[src/rtl/rate_scaled_tick_accumulator_defines.svh]
// Assertion macros for the rate-scaled tick accumulator.
// Used by rate_scaled_tick_accumulator.sv; needs clk and rst_n in scope.
`ifndef RATE_SCALED_TICK_ACCUMULATOR_DEFINES_SVH
`define RATE_SCALED_TICK_ACCUMULATOR_DEFINES_SVH

// Same-cycle implication, checked outside reset.
`define RSTA_ASSERT_IMPL(label, ante, cons, msg) \
  label: assert property (@(posedge clk) disable iff (!rst_n) (ante) |-> (cons)) \
    else $error(msg);

// Next-cycle implication, checked outside reset.
`define RSTA_ASSERT_NEXT(label, ante, cons, msg) \
  label: assert property (@(posedge clk) disable iff (!rst_n) (ante) |=> (cons)) \
    else $error(msg);

`endif

[src/rtl/rsta_pkg.sv]
// Shared types and constants for the rate-scaled tick accumulator.
// No dependencies; imported by rate_scaled_tick_accumulator.
package rsta_pkg;

  localparam int ELAPSED_W   = 32;
  localparam int NUM_W       = 16;
  localparam int DEN_W       = 16;
  localparam int CLAMP_W     = 24;
  localparam int TICKS_W     = 16;
  localparam int CFG_W       = 24;
  localparam int CFG_ADDR_W  = 2;
  localparam int PROD_W      = CLAMP_W + NUM_W;   // clamped time times numerator
  localparam int TOT_W       = PROD_W + 2;        // quotient plus remainder, even length
  localparam int DIGIT_W     = 2;                 // bits handled per cycle
  localparam int MUL_STEPS   = NUM_W / DIGIT_W;
  localparam int DIV1_STEPS  = PROD_W / DIGIT_W;
  localparam int DIV2_STEPS  = TOT_W / DIGIT_W;
  localparam int CNT_W       = $clog2(DIV2_STEPS);
  localparam int MPT_DEFAULT = 1000;

  localparam logic [NUM_W-1:0]   RATE_NUM_RST  = NUM_W'(1);
  localparam logic [DEN_W-1:0]   RATE_DEN_RST  = DEN_W'(1);
  localparam logic [CLAMP_W-1:0] CLAMP_RST     = CLAMP_W'(100000);
  localparam logic [TICKS_W-1:0] MAX_TICKS_RST = TICKS_W'(16);

  typedef enum logic [CFG_ADDR_W-1:0] {
    REG_RATE_NUM  = 2'd0,
    REG_RATE_DEN  = 2'd1,
    REG_CLAMP_US  = 2'd2,
    REG_MAX_TICKS = 2'd3
  } cfg_reg_t;

  localparam logic REQ_ADVANCE = 1'b0;
  localparam logic REQ_CLEAR   = 1'b1;

  typedef struct packed {
    logic                 req_type;
    logic [ELAPSED_W-1:0] elapsed_us;
  } in_word_t;

  typedef struct packed {
    logic [TICKS_W-1:0] ticks;
    logic               capped;
    logic               rate_invalid;
  } out_word_t;

endpackage

[src/rtl/rate_scaled_tick_accumulator.sv]
// Rate-scaled tick accumulator: turns elapsed microseconds into whole ticks.
// Depends on rsta_pkg and rate_scaled_tick_accumulator_defines.svh.
`include "rate_scaled_tick_accumulator_defines.svh"

//  channel | ports                          | moves
//  --------+--------------------------------+------------------------------------
//  input   | in_valid, in_stall, in_word    | one request word (advance or clear)
//  result  | out_valid, out_stall, out_word | one result word per request
//  config  | cfg_we, cfg_addr, cfg_wdata    | one register write per cycle
//
// An advance runs from acceptance to a valid result through 8 multiplier steps, 20
// steps of the first divider (by the denominator), 1 add of the stored remainder,
// 21 steps of the second divider (by TICK_DIVISOR) and 1 to form the result; a
// clear or a zero-denominator advance takes only that last step. One request is
// in work at a time; the next is taken in the cycle after the result is loaded,
// even while a stalled result word waits. Reset is synchronous, active low.
module rate_scaled_tick_accumulator #(
  parameter int TICK_DIVISOR = rsta_pkg::MPT_DEFAULT
) (
  input  logic                           clk,
  input  logic                           rst_n,
  input  logic                           in_valid,
  output logic                           in_stall,
  input  rsta_pkg::in_word_t             in_word,
  output logic                           out_valid,
  input  logic                           out_stall,
  output rsta_pkg::out_word_t            out_word,
  input  logic                           cfg_we,
  input  logic [rsta_pkg::CFG_ADDR_W-1:0] cfg_addr,
  input  logic [rsta_pkg::CFG_W-1:0]     cfg_wdata
);
  import rsta_pkg::*;

  // The remainder always stays below TICK_DIVISOR.
  localparam int RW = $clog2(TICK_DIVISOR + 1);
  localparam logic [RW:0] MPT_C = (RW + 1)'(TICK_DIVISOR);

  typedef enum logic [5:0] {
    ST_IDLE = 6'b000001,
    ST_MUL  = 6'b000010,
    ST_DIV1 = 6'b000100,
    ST_ADD  = 6'b001000,
    ST_DIV2 = 6'b010000,
    ST_FIN  = 6'b100000
  } state_t;

  state_t state_r, state_nxt;

  // Configuration registers.
  logic [NUM_W-1:0]   num_r;
  logic [DEN_W-1:0]   den_r;
  logic [CLAMP_W-1:0] clamp_r;
  logic [TICKS_W-1:0] max_r;

  // Architectural state: leftover microticks between advances.
  logic [RW-1:0] rem_r, rem_nxt;

  // Working registers of the serial datapath.
  logic [CNT_W-1:0]   cnt_r, cnt_nxt;
  logic [CLAMP_W-1:0] a_r, a_nxt;          // clamped elapsed time
  logic [PROD_W-1:0]  w_r, w_nxt;          // product, then first quotient
  logic [DEN_W-1:0]   d1_rem_r, d1_rem_nxt;
  logic [TOT_W-1:0]   t_r, t_nxt;          // total, then tick quotient
  logic [RW-1:0]      d2_rem_r, d2_rem_nxt;
  logic               clr_r, clr_nxt;
  logic               inv_r, inv_nxt;

  out_word_t out_r, out_nxt;
  logic      out_valid_r, out_valid_nxt;

  logic in_acc;
  logic out_free;

  // Step results of the serial units.
  logic [CLAMP_W+1:0] mul_pp, mul_sum;
  logic [PROD_W-1:0]  div1_w;
  logic [DEN_W-1:0]   div1_r;
  logic [TOT_W-1:0]   div2_w;
  logic [RW-1:0]      div2_r;
  logic               over;

  assign in_stall  = (state_r != ST_IDLE);
  assign in_acc    = in_valid && !in_stall;
  assign out_free  = !out_valid_r || !out_stall;
  assign out_valid = out_valid_r;
  assign out_word  = out_r;

  // Configuration writes. Every index of the port maps to a register.
  always_ff @(posedge clk) begin
    if (!rst_n) begin
      num_r   <= RATE_NUM_RST;
      den_r   <= RATE_DEN_RST;
      clamp_r <= CLAMP_RST;
      max_r   <= MAX_TICKS_RST;
    end else if (cfg_we) begin
      unique case (cfg_reg_t'(cfg_addr))
        REG_RATE_NUM:  num_r   <= cfg_wdata[NUM_W-1:0];
        REG_RATE_DEN:  den_r   <= cfg_wdata[DEN_W-1:0];
        REG_CLAMP_US:  clamp_r <= cfg_wdata[CLAMP_W-1:0];
        REG_MAX_TICKS: max_r   <= cfg_wdata[TICKS_W-1:0];
        default: ;
      endcase
    end
  end

  // Multiplier step: add the clamped time times the low numerator digit into
  // the upper half, then shift the pair right by one digit. The numerator sits
  // in the low half of w_r at the start and is replaced by product bits.
  always_comb begin
    unique case (w_r[1:0])
      2'd0:    mul_pp = '0;
      2'd1:    mul_pp = {2'b00, a_r};
      2'd2:    mul_pp = {1'b0, a_r, 1'b0};
      2'd3:    mul_pp = {2'b00, a_r} + {1'b0, a_r, 1'b0};
      default: mul_pp = '0;
    endcase
    mul_sum = {2'b00, w_r[PROD_W-1:NUM_W]} + mul_pp;
  end

  // First divider: two restoring steps per cycle, quotient bits enter at the
  // bottom of w_r as dividend bits leave the top.
  always_comb begin
    logic [DEN_W:0]    trial;
    logic [DEN_W-1:0]  r;
    logic [PROD_W-1:0] w;
    logic              qb;
    r = d1_rem_r;
    w = w_r;
    for (int j = 0; j < DIGIT_W; j++) begin
      trial = {r, w[PROD_W-1]};
      qb    = (trial >= {1'b0, den_r});
      if (qb) begin
        r = DEN_W'(trial - {1'b0, den_r});
      end else begin
        r = trial[DEN_W-1:0];
      end
      w = {w[PROD_W-2:0], qb};
    end
    div1_r = r;
    div1_w = w;
  end

  // Second divider, by the fixed number of microticks per tick.
  always_comb begin
    logic [RW:0]      trial;
    logic [RW-1:0]    r;
    logic [TOT_W-1:0] w;
    logic             qb;
    r = d2_rem_r;
    w = t_r;
    for (int j = 0; j < DIGIT_W; j++) begin
      trial = {r, w[TOT_W-1]};
      qb    = (trial >= MPT_C);
      if (qb) begin
        r = RW'(trial - MPT_C);
      end else begin
        r = trial[RW-1:0];
      end
      w = {w[TOT_W-2:0], qb};
    end
    div2_r = r;
    div2_w = w;
  end

  // Tick count above the per-advance ceiling.
  assign over = (|t_r[TOT_W-1:TICKS_W]) || (t_r[TICKS_W-1:0] > max_r);

  always_comb begin
    state_nxt     = state_r;
    cnt_nxt       = cnt_r;
    a_nxt         = a_r;
    w_nxt         = w_r;
    d1_rem_nxt    = d1_rem_r;
    t_nxt         = t_r;
    d2_rem_nxt    = d2_rem_r;
    clr_nxt       = clr_r;
    inv_nxt       = inv_r;
    rem_nxt       = rem_r;
    out_nxt       = out_r;
    out_valid_nxt = out_valid_r && out_stall;

    unique case (state_r)
      ST_IDLE: begin
        if (in_acc) begin
          clr_nxt = (in_word.req_type == REQ_CLEAR);
          inv_nxt = (den_r == '0);
          if (in_word.elapsed_us > {{(ELAPSED_W-CLAMP_W){1'b0}}, clamp_r}) begin
            a_nxt = clamp_r;
          end else begin
            a_nxt = in_word.elapsed_us[CLAMP_W-1:0];
          end
          w_nxt      = {{CLAMP_W{1'b0}}, num_r};
          d1_rem_nxt = '0;
          cnt_nxt    = CNT_W'(MUL_STEPS - 1);
          if (in_word.req_type == REQ_CLEAR || den_r == '0) begin
            state_nxt = ST_FIN;
          end else begin
            state_nxt = ST_MUL;
          end
        end
      end
      ST_MUL: begin
        w_nxt = {mul_sum, w_r[NUM_W-1:DIGIT_W]};
        if (cnt_r == '0) begin
          cnt_nxt   = CNT_W'(DIV1_STEPS - 1);
          state_nxt = ST_DIV1;
        end else begin
          cnt_nxt = cnt_r - 1'b1;
        end
      end
      ST_DIV1: begin
        w_nxt      = div1_w;
        d1_rem_nxt = div1_r;
        if (cnt_r == '0) begin
          state_nxt = ST_ADD;
        end else begin
          cnt_nxt = cnt_r - 1'b1;
        end
      end
      ST_ADD: begin
        t_nxt      = {2'b00, w_r} + TOT_W'(rem_r);
        d2_rem_nxt = '0;
        cnt_nxt    = CNT_W'(DIV2_STEPS - 1);
        state_nxt  = ST_DIV2;
      end
      ST_DIV2: begin
        t_nxt      = div2_w;
        d2_rem_nxt = div2_r;
        if (cnt_r == '0) begin
          state_nxt = ST_FIN;
        end else begin
          cnt_nxt = cnt_r - 1'b1;
        end
      end
      ST_FIN: begin
        // Hold here until the output register can take the word.
        if (out_free) begin
          out_valid_nxt = 1'b1;
          state_nxt     = ST_IDLE;
          out_nxt       = '0;
          if (clr_r) begin
            rem_nxt = '0;
          end else if (inv_r) begin
            out_nxt.rate_invalid = 1'b1;
          end else if (over) begin
            out_nxt.ticks  = max_r;
            out_nxt.capped = 1'b1;
            rem_nxt        = '0;
          end else begin
            out_nxt.ticks = t_r[TICKS_W-1:0];
            rem_nxt       = d2_rem_r;
          end
        end
      end
      default: state_nxt = ST_IDLE;
    endcase
  end

  always_ff @(posedge clk) begin
    if (!rst_n) begin
      state_r     <= ST_IDLE;
      out_valid_r <= 1'b0;
      rem_r       <= '0;
      cnt_r       <= '0;
      clr_r       <= 1'b0;
      inv_r       <= 1'b0;
    end else begin
      state_r     <= state_nxt;
      out_valid_r <= out_valid_nxt;
      rem_r       <= rem_nxt;
      cnt_r       <= cnt_nxt;
      clr_r       <= clr_nxt;
      inv_r       <= inv_nxt;
    end
  end

  // Datapath registers need no reset.
  always_ff @(posedge clk) begin
    a_r      <= a_nxt;
    w_r      <= w_nxt;
    d1_rem_r <= d1_rem_nxt;
    t_r      <= t_nxt;
    d2_rem_r <= d2_rem_nxt;
    out_r    <= out_nxt;
  end

  // The stored remainder never reaches a whole tick.
  `RSTA_ASSERT_IMPL(a_rem_below_tick, 1'b1, {1'b0, rem_r} < MPT_C, "remainder reached a whole tick")
  // A result word never reports a cap and an invalid rate together.
  `RSTA_ASSERT_IMPL(a_flags_exclusive, out_valid_r, !(out_r.capped && out_r.rate_invalid), "capped and rate_invalid both set")
  // An accepted request always starts work.
  `RSTA_ASSERT_NEXT(a_accept_busy, in_acc, state_r != ST_IDLE, "accepted request left the block idle")
  // A finished request with a free output slot always produces a word.
  `RSTA_ASSERT_NEXT(a_fin_delivers, state_r == ST_FIN && out_free, out_valid_r && state_r == ST_IDLE, "finished request produced no word")

endmodule
[config.mk]
export PLATFORM = sky130hd
export DESIGN_NAME = rate_scaled_tick_accumulator
export DESIGN_NICKNAME = d
export VERILOG_FILES = /design/src/rtl/rsta_pkg.sv /design/src/rtl/rate_scaled_tick_accumulator.sv
export VERILOG_INCLUDE_DIRS = /design/src /design/src/rtl
export SDC_FILE = /design/constraint.sdc
export NUM_CORES = 1
export LEC_CHECK = 0
export ABC_AREA = 1
export BUFFER_PORTS_ARGS = -buffer_cell sky130_fd_sc_hd__buf_2
export CORE_ASPECT_RATIO = 0.9
export CORE_MARGIN = 5
export CORE_UTILIZATION = 25
export CTS_CLUSTER_SIZE = 40
export DETAILED_ROUTE_END_ITERATION = 7
export GPL_TIMING_DRIVEN = 0
export PLACE_DENSITY = 0.44
export SLEW_MARGIN = 5
export SYNTH_ARGS = -nofsm -noshare
export SYNTH_HDL_FRONTEND = slang
export SYNTH_SLANG_ARGS = --single-unit
[constraint.sdc]
create_clock -name clk -period 8 [get_ports clk]
set_input_delay 0.4 -clock clk [delete_from_list [all_inputs] [get_ports clk]]
set_output_delay 0.4 -clock clk [all_outputs]
set_load 0.02 [all_outputs]
After elaboration in Yosys (flattened, before gate mapping)
Cells that the tools add are included.
{"block": "totals", "reg_bits": 246, "latchBits": 0, "ram_bits": 0, "romBits": 0, "wordCells": 113, "memories": 0}
{"block": "op_classes", "n_addsub": 8, "mul": 0, "n_div": 0, "order_cmp": 6, "n_eq_ne": 20, "shifts": 0, "mux": 31, "n_bitwise": 0, "reduce_logical": 30}
{"cell": "$pmux 40 s3", "n": 1}
{"cell": "$pmux 26 s4", "n": 1}
{"cell": "$pmux 42 s2", "n": 1}
{"cell": "$mux 16", "n": 4}
{"cell": "$mux 10", "n": 5}
{"cell": "$add 40x10->41", "n": 1}
{"cell": "$mux 40", "n": 1}
{"cell": "$mux 6", "n": 6}
{"cell": "$pmux 6 s6", "n": 1}
{"cell": "$ge 17x16->1", "n": 2}
{"cell": "$gt 32x24->1", "n": 1}
{"cell": "$pmux 16 s2", "n": 1}
{"cell": "$sub 16x16->16", "n": 2}
{"cell": "$add 24x25->26", "n": 1}
{"cell": "$add 24x26->26", "n": 1}
{"cell": "$reduce_or 26->1", "n": 1}
{"cell": "$mux 24", "n": 1}
{"cell": "$ge 11x10->1 const B", "n": 2}
{"cell": "$pmux 10 s2", "n": 1}
{"cell": "$pmux 5 s4", "n": 1}
{"cell": "$sub 10x10->10 const B", "n": 2}
{"cell": "$gt 16x16->1", "n": 1}
{"cell": "$logic_not 16->1", "n": 1}
{"cell": "$reduce_and 2->1", "n": 8}
{"cell": "other kinds (24)", "n": 48}

Depth between registers and ports, before layout
{"block": "depth", "depth_word": 5, "ltp_mapped": 28, "mapped_depth_nobuf": 27}

Worst setup path before layout
Ideal clock, no wire load.
{"block": "synth_path", "path_type": "reg2reg", "start": "reg state_r[5]", "end": "reg w_r[0] (enable)", "setup_ns": 0.398, "arrival_time_ns": 3.353, "t_required_ns": 7.602, "path_slack_ns": 4.249, "stages_incl_launch_ff": 6, "path_buffers": 0, "path_cell_list": "dfxtp_1 nor2_1 nand4_1 nor2_1 inv_1 nand2_1"}
{"block": "synth_between", "elab_chain_cells": 5, "word_cells_on_any_way": 9, "cone_classes": "5 x eq/ne; 4 x reduce/logical"}
{"item": "from (decl)", "line": "rate_scaled_tick_accumulator.sv:47", "text": "state_t state_r, state_nxt;"}
{"item": "from (signal assigned)", "line": "rate_scaled_tick_accumulator.sv:268", "text": "state_r <= state_nxt;"}
{"item": "$ne 6x1->1", "line": "rate_scaled_tick_accumulator.sv:82", "text": "assign in_stall = (state_r != ST_IDLE);"}
{"item": "net in_stall", "line": "rate_scaled_tick_accumulator.sv:23", "text": "output logic in_stall,"}
{"item": "$logic_not 1->1", "line": "rate_scaled_tick_accumulator.sv:83", "text": "assign in_acc = in_valid && !in_stall;"}
{"item": "$logic_and 1x1->1", "line": "rate_scaled_tick_accumulator.sv:83"}
{"item": "$ne 2x2->1 (no source line)"}
{"item": "$reduce_and 2->1 (no source line)"}
{"item": "to (signal assigned)", "line": "rate_scaled_tick_accumulator.sv:280", "text": "w_r <= w_nxt;"}
{"item": "to (decl)", "line": "rate_scaled_tick_accumulator.sv:61", "text": "logic [PROD_W-1:0] w_r, w_nxt;"}
The timed path passes the listed nets, and every way through them passes these cells.
A chain may end at the register's enable or synchronous reset.

Final worst setup path
{"block": "layout_path", "start": "reg a_r[1]", "end": "reg w_r[35] (data pin)"}
{"block": "layout_between", "elab_chain_cells": 4}
{"item": "from (decl)", "line": "rate_scaled_tick_accumulator.sv:60", "text": "logic [CLAMP_W-1:0] a_r, a_nxt;"}
{"item": "from (signal assigned)", "line": "rate_scaled_tick_accumulator.sv:279", "text": "a_r <= a_nxt;"}
{"item": "$add 24x25->26", "line": "rate_scaled_tick_accumulator.sv:114", "text": "2'd3: mul_pp = {2'b00, a_r} + {1'b0, a_r, 1'b0};"}
{"item": "$pmux 26 s4 (*)", "line": "rate_scaled_tick_accumulator.sv:110", "text": "unique case (w_r[1:0])"}
{"item": "$add 24x26->26 (*)", "line": "rate_scaled_tick_accumulator.sv:117", "text": "mul_sum = {2'b00, w_r[PROD_W-1:NUM_W]} + mul_pp;"}
{"item": "$pmux 40 s3 (*)", "line": "rate_scaled_tick_accumulator.sv:182", "text": "unique case (state_r)"}
{"item": "net w_nxt[35]", "line": "rate_scaled_tick_accumulator.sv:61"}
Mark *: on every way through the listed nets, which the timed path passes. The rest lies on a longest branch.

==> impl_metrics.ini <==
[sta]
finalMaxSlewViolations = 0
post_route_skew_ps = 16.2
worst_slew_margin_rel_pct = 28.6
timing.setup.tns_ps = 0
timing.final.crit_period_ps = 4670
setup_violations = 0
achievable_frequency_mhz = 214
worst-slew-pin-transition_ps = 1070
grt_setup_unrepaired = no
whs_ps = 82.5
finalHoldViolCount = 0
final_min_period_over_clock_period_pct = 58.4

[drt]
route.vias.total = 16900
vias_per_cell = 4.85
drc = 0
drt_iter0_drc = 1187
wl_per_cell_um = 17.7
routed_wl_um = 61600
postRouteAntennaNets = 0
detail_route.first_pass.iterations = 5

[clock_tree]
clk_latency_ps = 570
clock_path_buffers = 3
total_cts_buffers = 29
cts.root.buffer_cell = sky130_fd_sc_hd__clkbuf_16
cts-htree-levels = 1
clk_transition_reported_paths_ps = 60
clkSinkCount = 246
cts_resized = 0
cts_tree = done
post_cts.repair.setup_buffers = 0
post_cts_hold_fix_bufs = 0

[yosys]
synth_adder_area_share_pct = 9.98
synth-edff-count = 150
seq_area_frac_synth_pct = 36.4
synth_ff_type = sky130_fd_sc_hd__edfxtp_1
synth.lib_cells_used.distinct = 53
synth_compound_area_share_pct = 17.4
syn_nets = 2612
fraction_of_synthesized_cell_area_in_xor_and_xnor_cells_pct = 2.53
async_flop_share_pct = 0
yosys_register_bits = 246
postSynthCellCount = 2410
synth_top_family_by_area = simple AND/OR/NAND/NOR gates
synthMuxAreaShare_pct = 0
synth.cell_area_um2 = 17700
syn-mean-instance-area_um2 = 7.33
synthesis.yosys.warnings = 0
synthesized_area_fraction_occupied_by_and_or_nand_nor_cells_pct = 25.8

[worst_setup_path]
timing_worst_setup_path_type = reg -> reg
critPathRequiredTime_ps = 8300
path_buf_inv = 1
sequence_of_cells_on_the_critical_path = ha_1, fa_1, nand3_1, nand2_1, nand2_1, nand3b_1, a21boi_0, o21ai_0, o21ai_0, nand3_1, ha_1, nand2_1, nor2_1, inv_1, nor2_1, nand4_1, nand3_1, nand3_1, nand2_1, a21oi_1, o21ai_0, o21ai_0
worst-r2r-setup-slack_ps = 3330
critical_path.startpoint = a_r[1]$_DFFE_PP_
end_point_of_the_critical_path = w_r[35]$_DFFE_PP_
critical_path.reg2reg.startpoint = a_r[1]$_DFFE_PP_
arrival_ps = 4970
worst-path-stages = 22
critical_path_maximum_fanout = 6
critical_path.reg2reg.endpoint = w_r[35]$_DFFE_PP_
critPathCaptureType = register
critical_path.max_stage_delay_ps = 490
timing.critical_path.max_delay_family = simple AND/OR/NAND/NOR gates
setup.worst_path.start_class = register
worst-r2r-cell-count = 22
crit_path_top_delay_cell = sky130_fd_sc_hd__edfxtp_1

[global_route]
grt_start_max_net_pins = 35
first_pass_grt_wire_length_um = 94800
grt.total_usage_pct = 15.4
globalRoute.totalOverflow = 0
number_of_global_route_vias_before_repair = 16400
antenna_found_initial = 0

[placement]
place_hpwl_um = 49800
dp_cells = 3436
portBuffers = 83
placed_area_um2 = 19300
gp_congestion = 0.909

[cells_and_area]
most_frequent_standard_cell_in_the_layout_excluding_fill_and_tap_cells = sky130_fd_sc_hd__nand2_1
diodes = 0
post_layout_nonfiller_instances = 3490
final_nets = 2729
filler_cell_count = 7684
layout-drive-gt1-share_pct = 8.00
fin_area_um2 = 20300
area_growth_syn_to_layout_pct = 15.0
layout_common_cells = sky130_fd_sc_hd__nand2_1 (571), sky130_fd_sc_hd__inv_1 (287), sky130_fd_sc_hd__o21ai_0 (228)

[power_and_ir_drop]
cellPowerDensity_nw_per_um2 = 346
total_leakage_power_nw = 8.58
vdd_ir_drop_max_uv = 196

[die]
placeableCoreArea_um2 = 70100
die_span_in_x_um = 290
initial_core_util_pct = 25.2
chipHeight_um = 262
fp-row-count = 92
die_footprint_um2 = 76100
io-pin-count = 84

[worst_hold_path]
worst_hold_path_type = in -> reg
holdPathStages = 3

[run_status]
run_status = finished, final reports clean

[job]
cap_violations = 0
worst reg2reg max path, delay by kind of cell (launching register included):
kind                     cells  cell delay [ps]
AND/OR/NAND/NOR             12             1480
AO/OA/AOI/OAI                6             1160
flip-flops                   1              490
buffers and inverters        1               80
adder cells (fa/ha/maj)      3             1210
stage by stage:
| stage | util, % | worst slack (ps) | total power [W] |
|---|---|---|---|
| floorplan | - | 4250 | 0.00454 |
| global placement | 27.5 | 2690 | 0.00559 |
| detailed placement | 27.6 | 3420 | 0.00562 |
| CTS | 29.0 | 3410 | 0.00705 |
| global route | 29.0 | 2970 | 0.00764 |
| finish | 29.0 | 3330 | 0.00704 |
synth_stat cells, types with 6 or more instances:
master	instances	area, um2
sky130_fd_sc_hd__nand2_1	573	2150
sky130_fd_sc_hd__inv_1	287	1080
sky130_fd_sc_hd__o21ai_0	228	1140
sky130_fd_sc_hd__nor2_1	222	833
sky130_fd_sc_hd__a21oi_1	204	1020
sky130_fd_sc_hd__edfxtp_1	150	4500
sky130_fd_sc_hd__ha_1	133	1660
sky130_fd_sc_hd__nand3_1	109	546
sky130_fd_sc_hd__dfxtp_1	96	1920
sky130_fd_sc_hd__clkbuf_1	47	176
sky130_fd_sc_hd__nand4_1	47	294
sky130_fd_sc_hd__xor2_1	40	350
sky130_fd_sc_hd__nor3_1	33	165
sky130_fd_sc_hd__nor4_1	23	144
sky130_fd_sc_hd__o211ai_1	22	165
sky130_fd_sc_hd__o221ai_1	22	193
sky130_fd_sc_hd__a21o_1	14	105
sky130_fd_sc_hd__nand2_2	11	68.8
sky130_fd_sc_hd__xnor2_1	11	96.3
sky130_fd_sc_hd__a31oi_1	9	56.3
sky130_fd_sc_hd__o21ai_1	9	45.0
sky130_fd_sc_hd__or2_2	9	56.3
sky130_fd_sc_hd__inv_2	8	30.0
sky130_fd_sc_hd__nand3b_1	8	60.1
sky130_fd_sc_hd__o21bai_1	8	60.1
sky130_fd_sc_hd__o22ai_1	8	50.1
sky130_fd_sc_hd__a21boi_0	6	45.0
cell type report:
| class | count | area [um2] | share of cell area (%) |
|---|---|---|---|
| inverter | 300 | 1130 | 5.54 |
| timing repair buffer | 86 | 470 | 2.31 |
| multi-input combinational | 1804 | 9870 | 48.6 |
| buffer | 60 | 262 | 1.29 |
| sequential | 246 | 6430 | 31.6 |
| clock buffer | 39 | 835 | 4.11 |
| tap | 940 | 1180 | 5.79 |
| clock inverter | 15 | 156 | 0.770 |
registers in the layout, indices dropped and copies added (netlist names):
| register | cells |
|---|---|
| max_r | 16 |
| a_r | 24 |
| out_word | 18 |
| cnt_r | 5 |
| rem_r | 10 |
| clamp_r | 24 |
| clr_r | 1 |
| den_r | 16 |
| d2_rem_r | 10 |
| w_r | 40 |
| num_r | 16 |
| state_r | 6 |
| out_valid | 1 |
| inv_r | 1 |
| d1_rem_r | 16 |
| t_r | 42 |
layer usage:
layer | vias up | GRT usage (%) | wire length (um)
met4 | 0 | 3.51 | 1430
met2 | 430 | 24.0 | 26500
met1 | 7987 | 22.8 | 30600
met3 | 70 | 1.98 | 3150
li1 | 8440 | - | -
met5 | - | 0 | 0
power by group:
part           leakage (nW)  switching, W  internal, W
combinational          5.91       0.00253      0.00126
clock                 0.496      0.000569     0.000826
sequential             2.17      0.000224      0.00163
total                  8.58       0.00332      0.00372
cell families after synthesis:
kind of cell | after synthesis
compound gates | 553
xor+xnor | 51
fa+ha+maj | 138
buf+inv | 360
flops | 246
simple gates | 1062
how the worst min path moves through the flow:
stage	startpoint	endpoint	slack, ps
after global placement	num_r[0]$_SDFFE_PN1P_	num_r[0]$_SDFFE_PN1P_	460
after floorplan	num_r[0]$_SDFFE_PN1P_	num_r[0]$_SDFFE_PN1P_	440
final	cfg_wdata[16]	clamp_r[16]$_SDFFE_PN1P_	80
after CTS	cfg_wdata[16]	clamp_r[16]$_SDFFE_PN1P_	60
after global routing	cfg_wdata[16]	clamp_r[16]$_SDFFE_PN1P_	80
after detailed placement	num_r[0]$_SDFFE_PN1P_	num_r[0]$_SDFFE_PN1P_	460
Note: power is estimated with default switching activity, not from simulation.
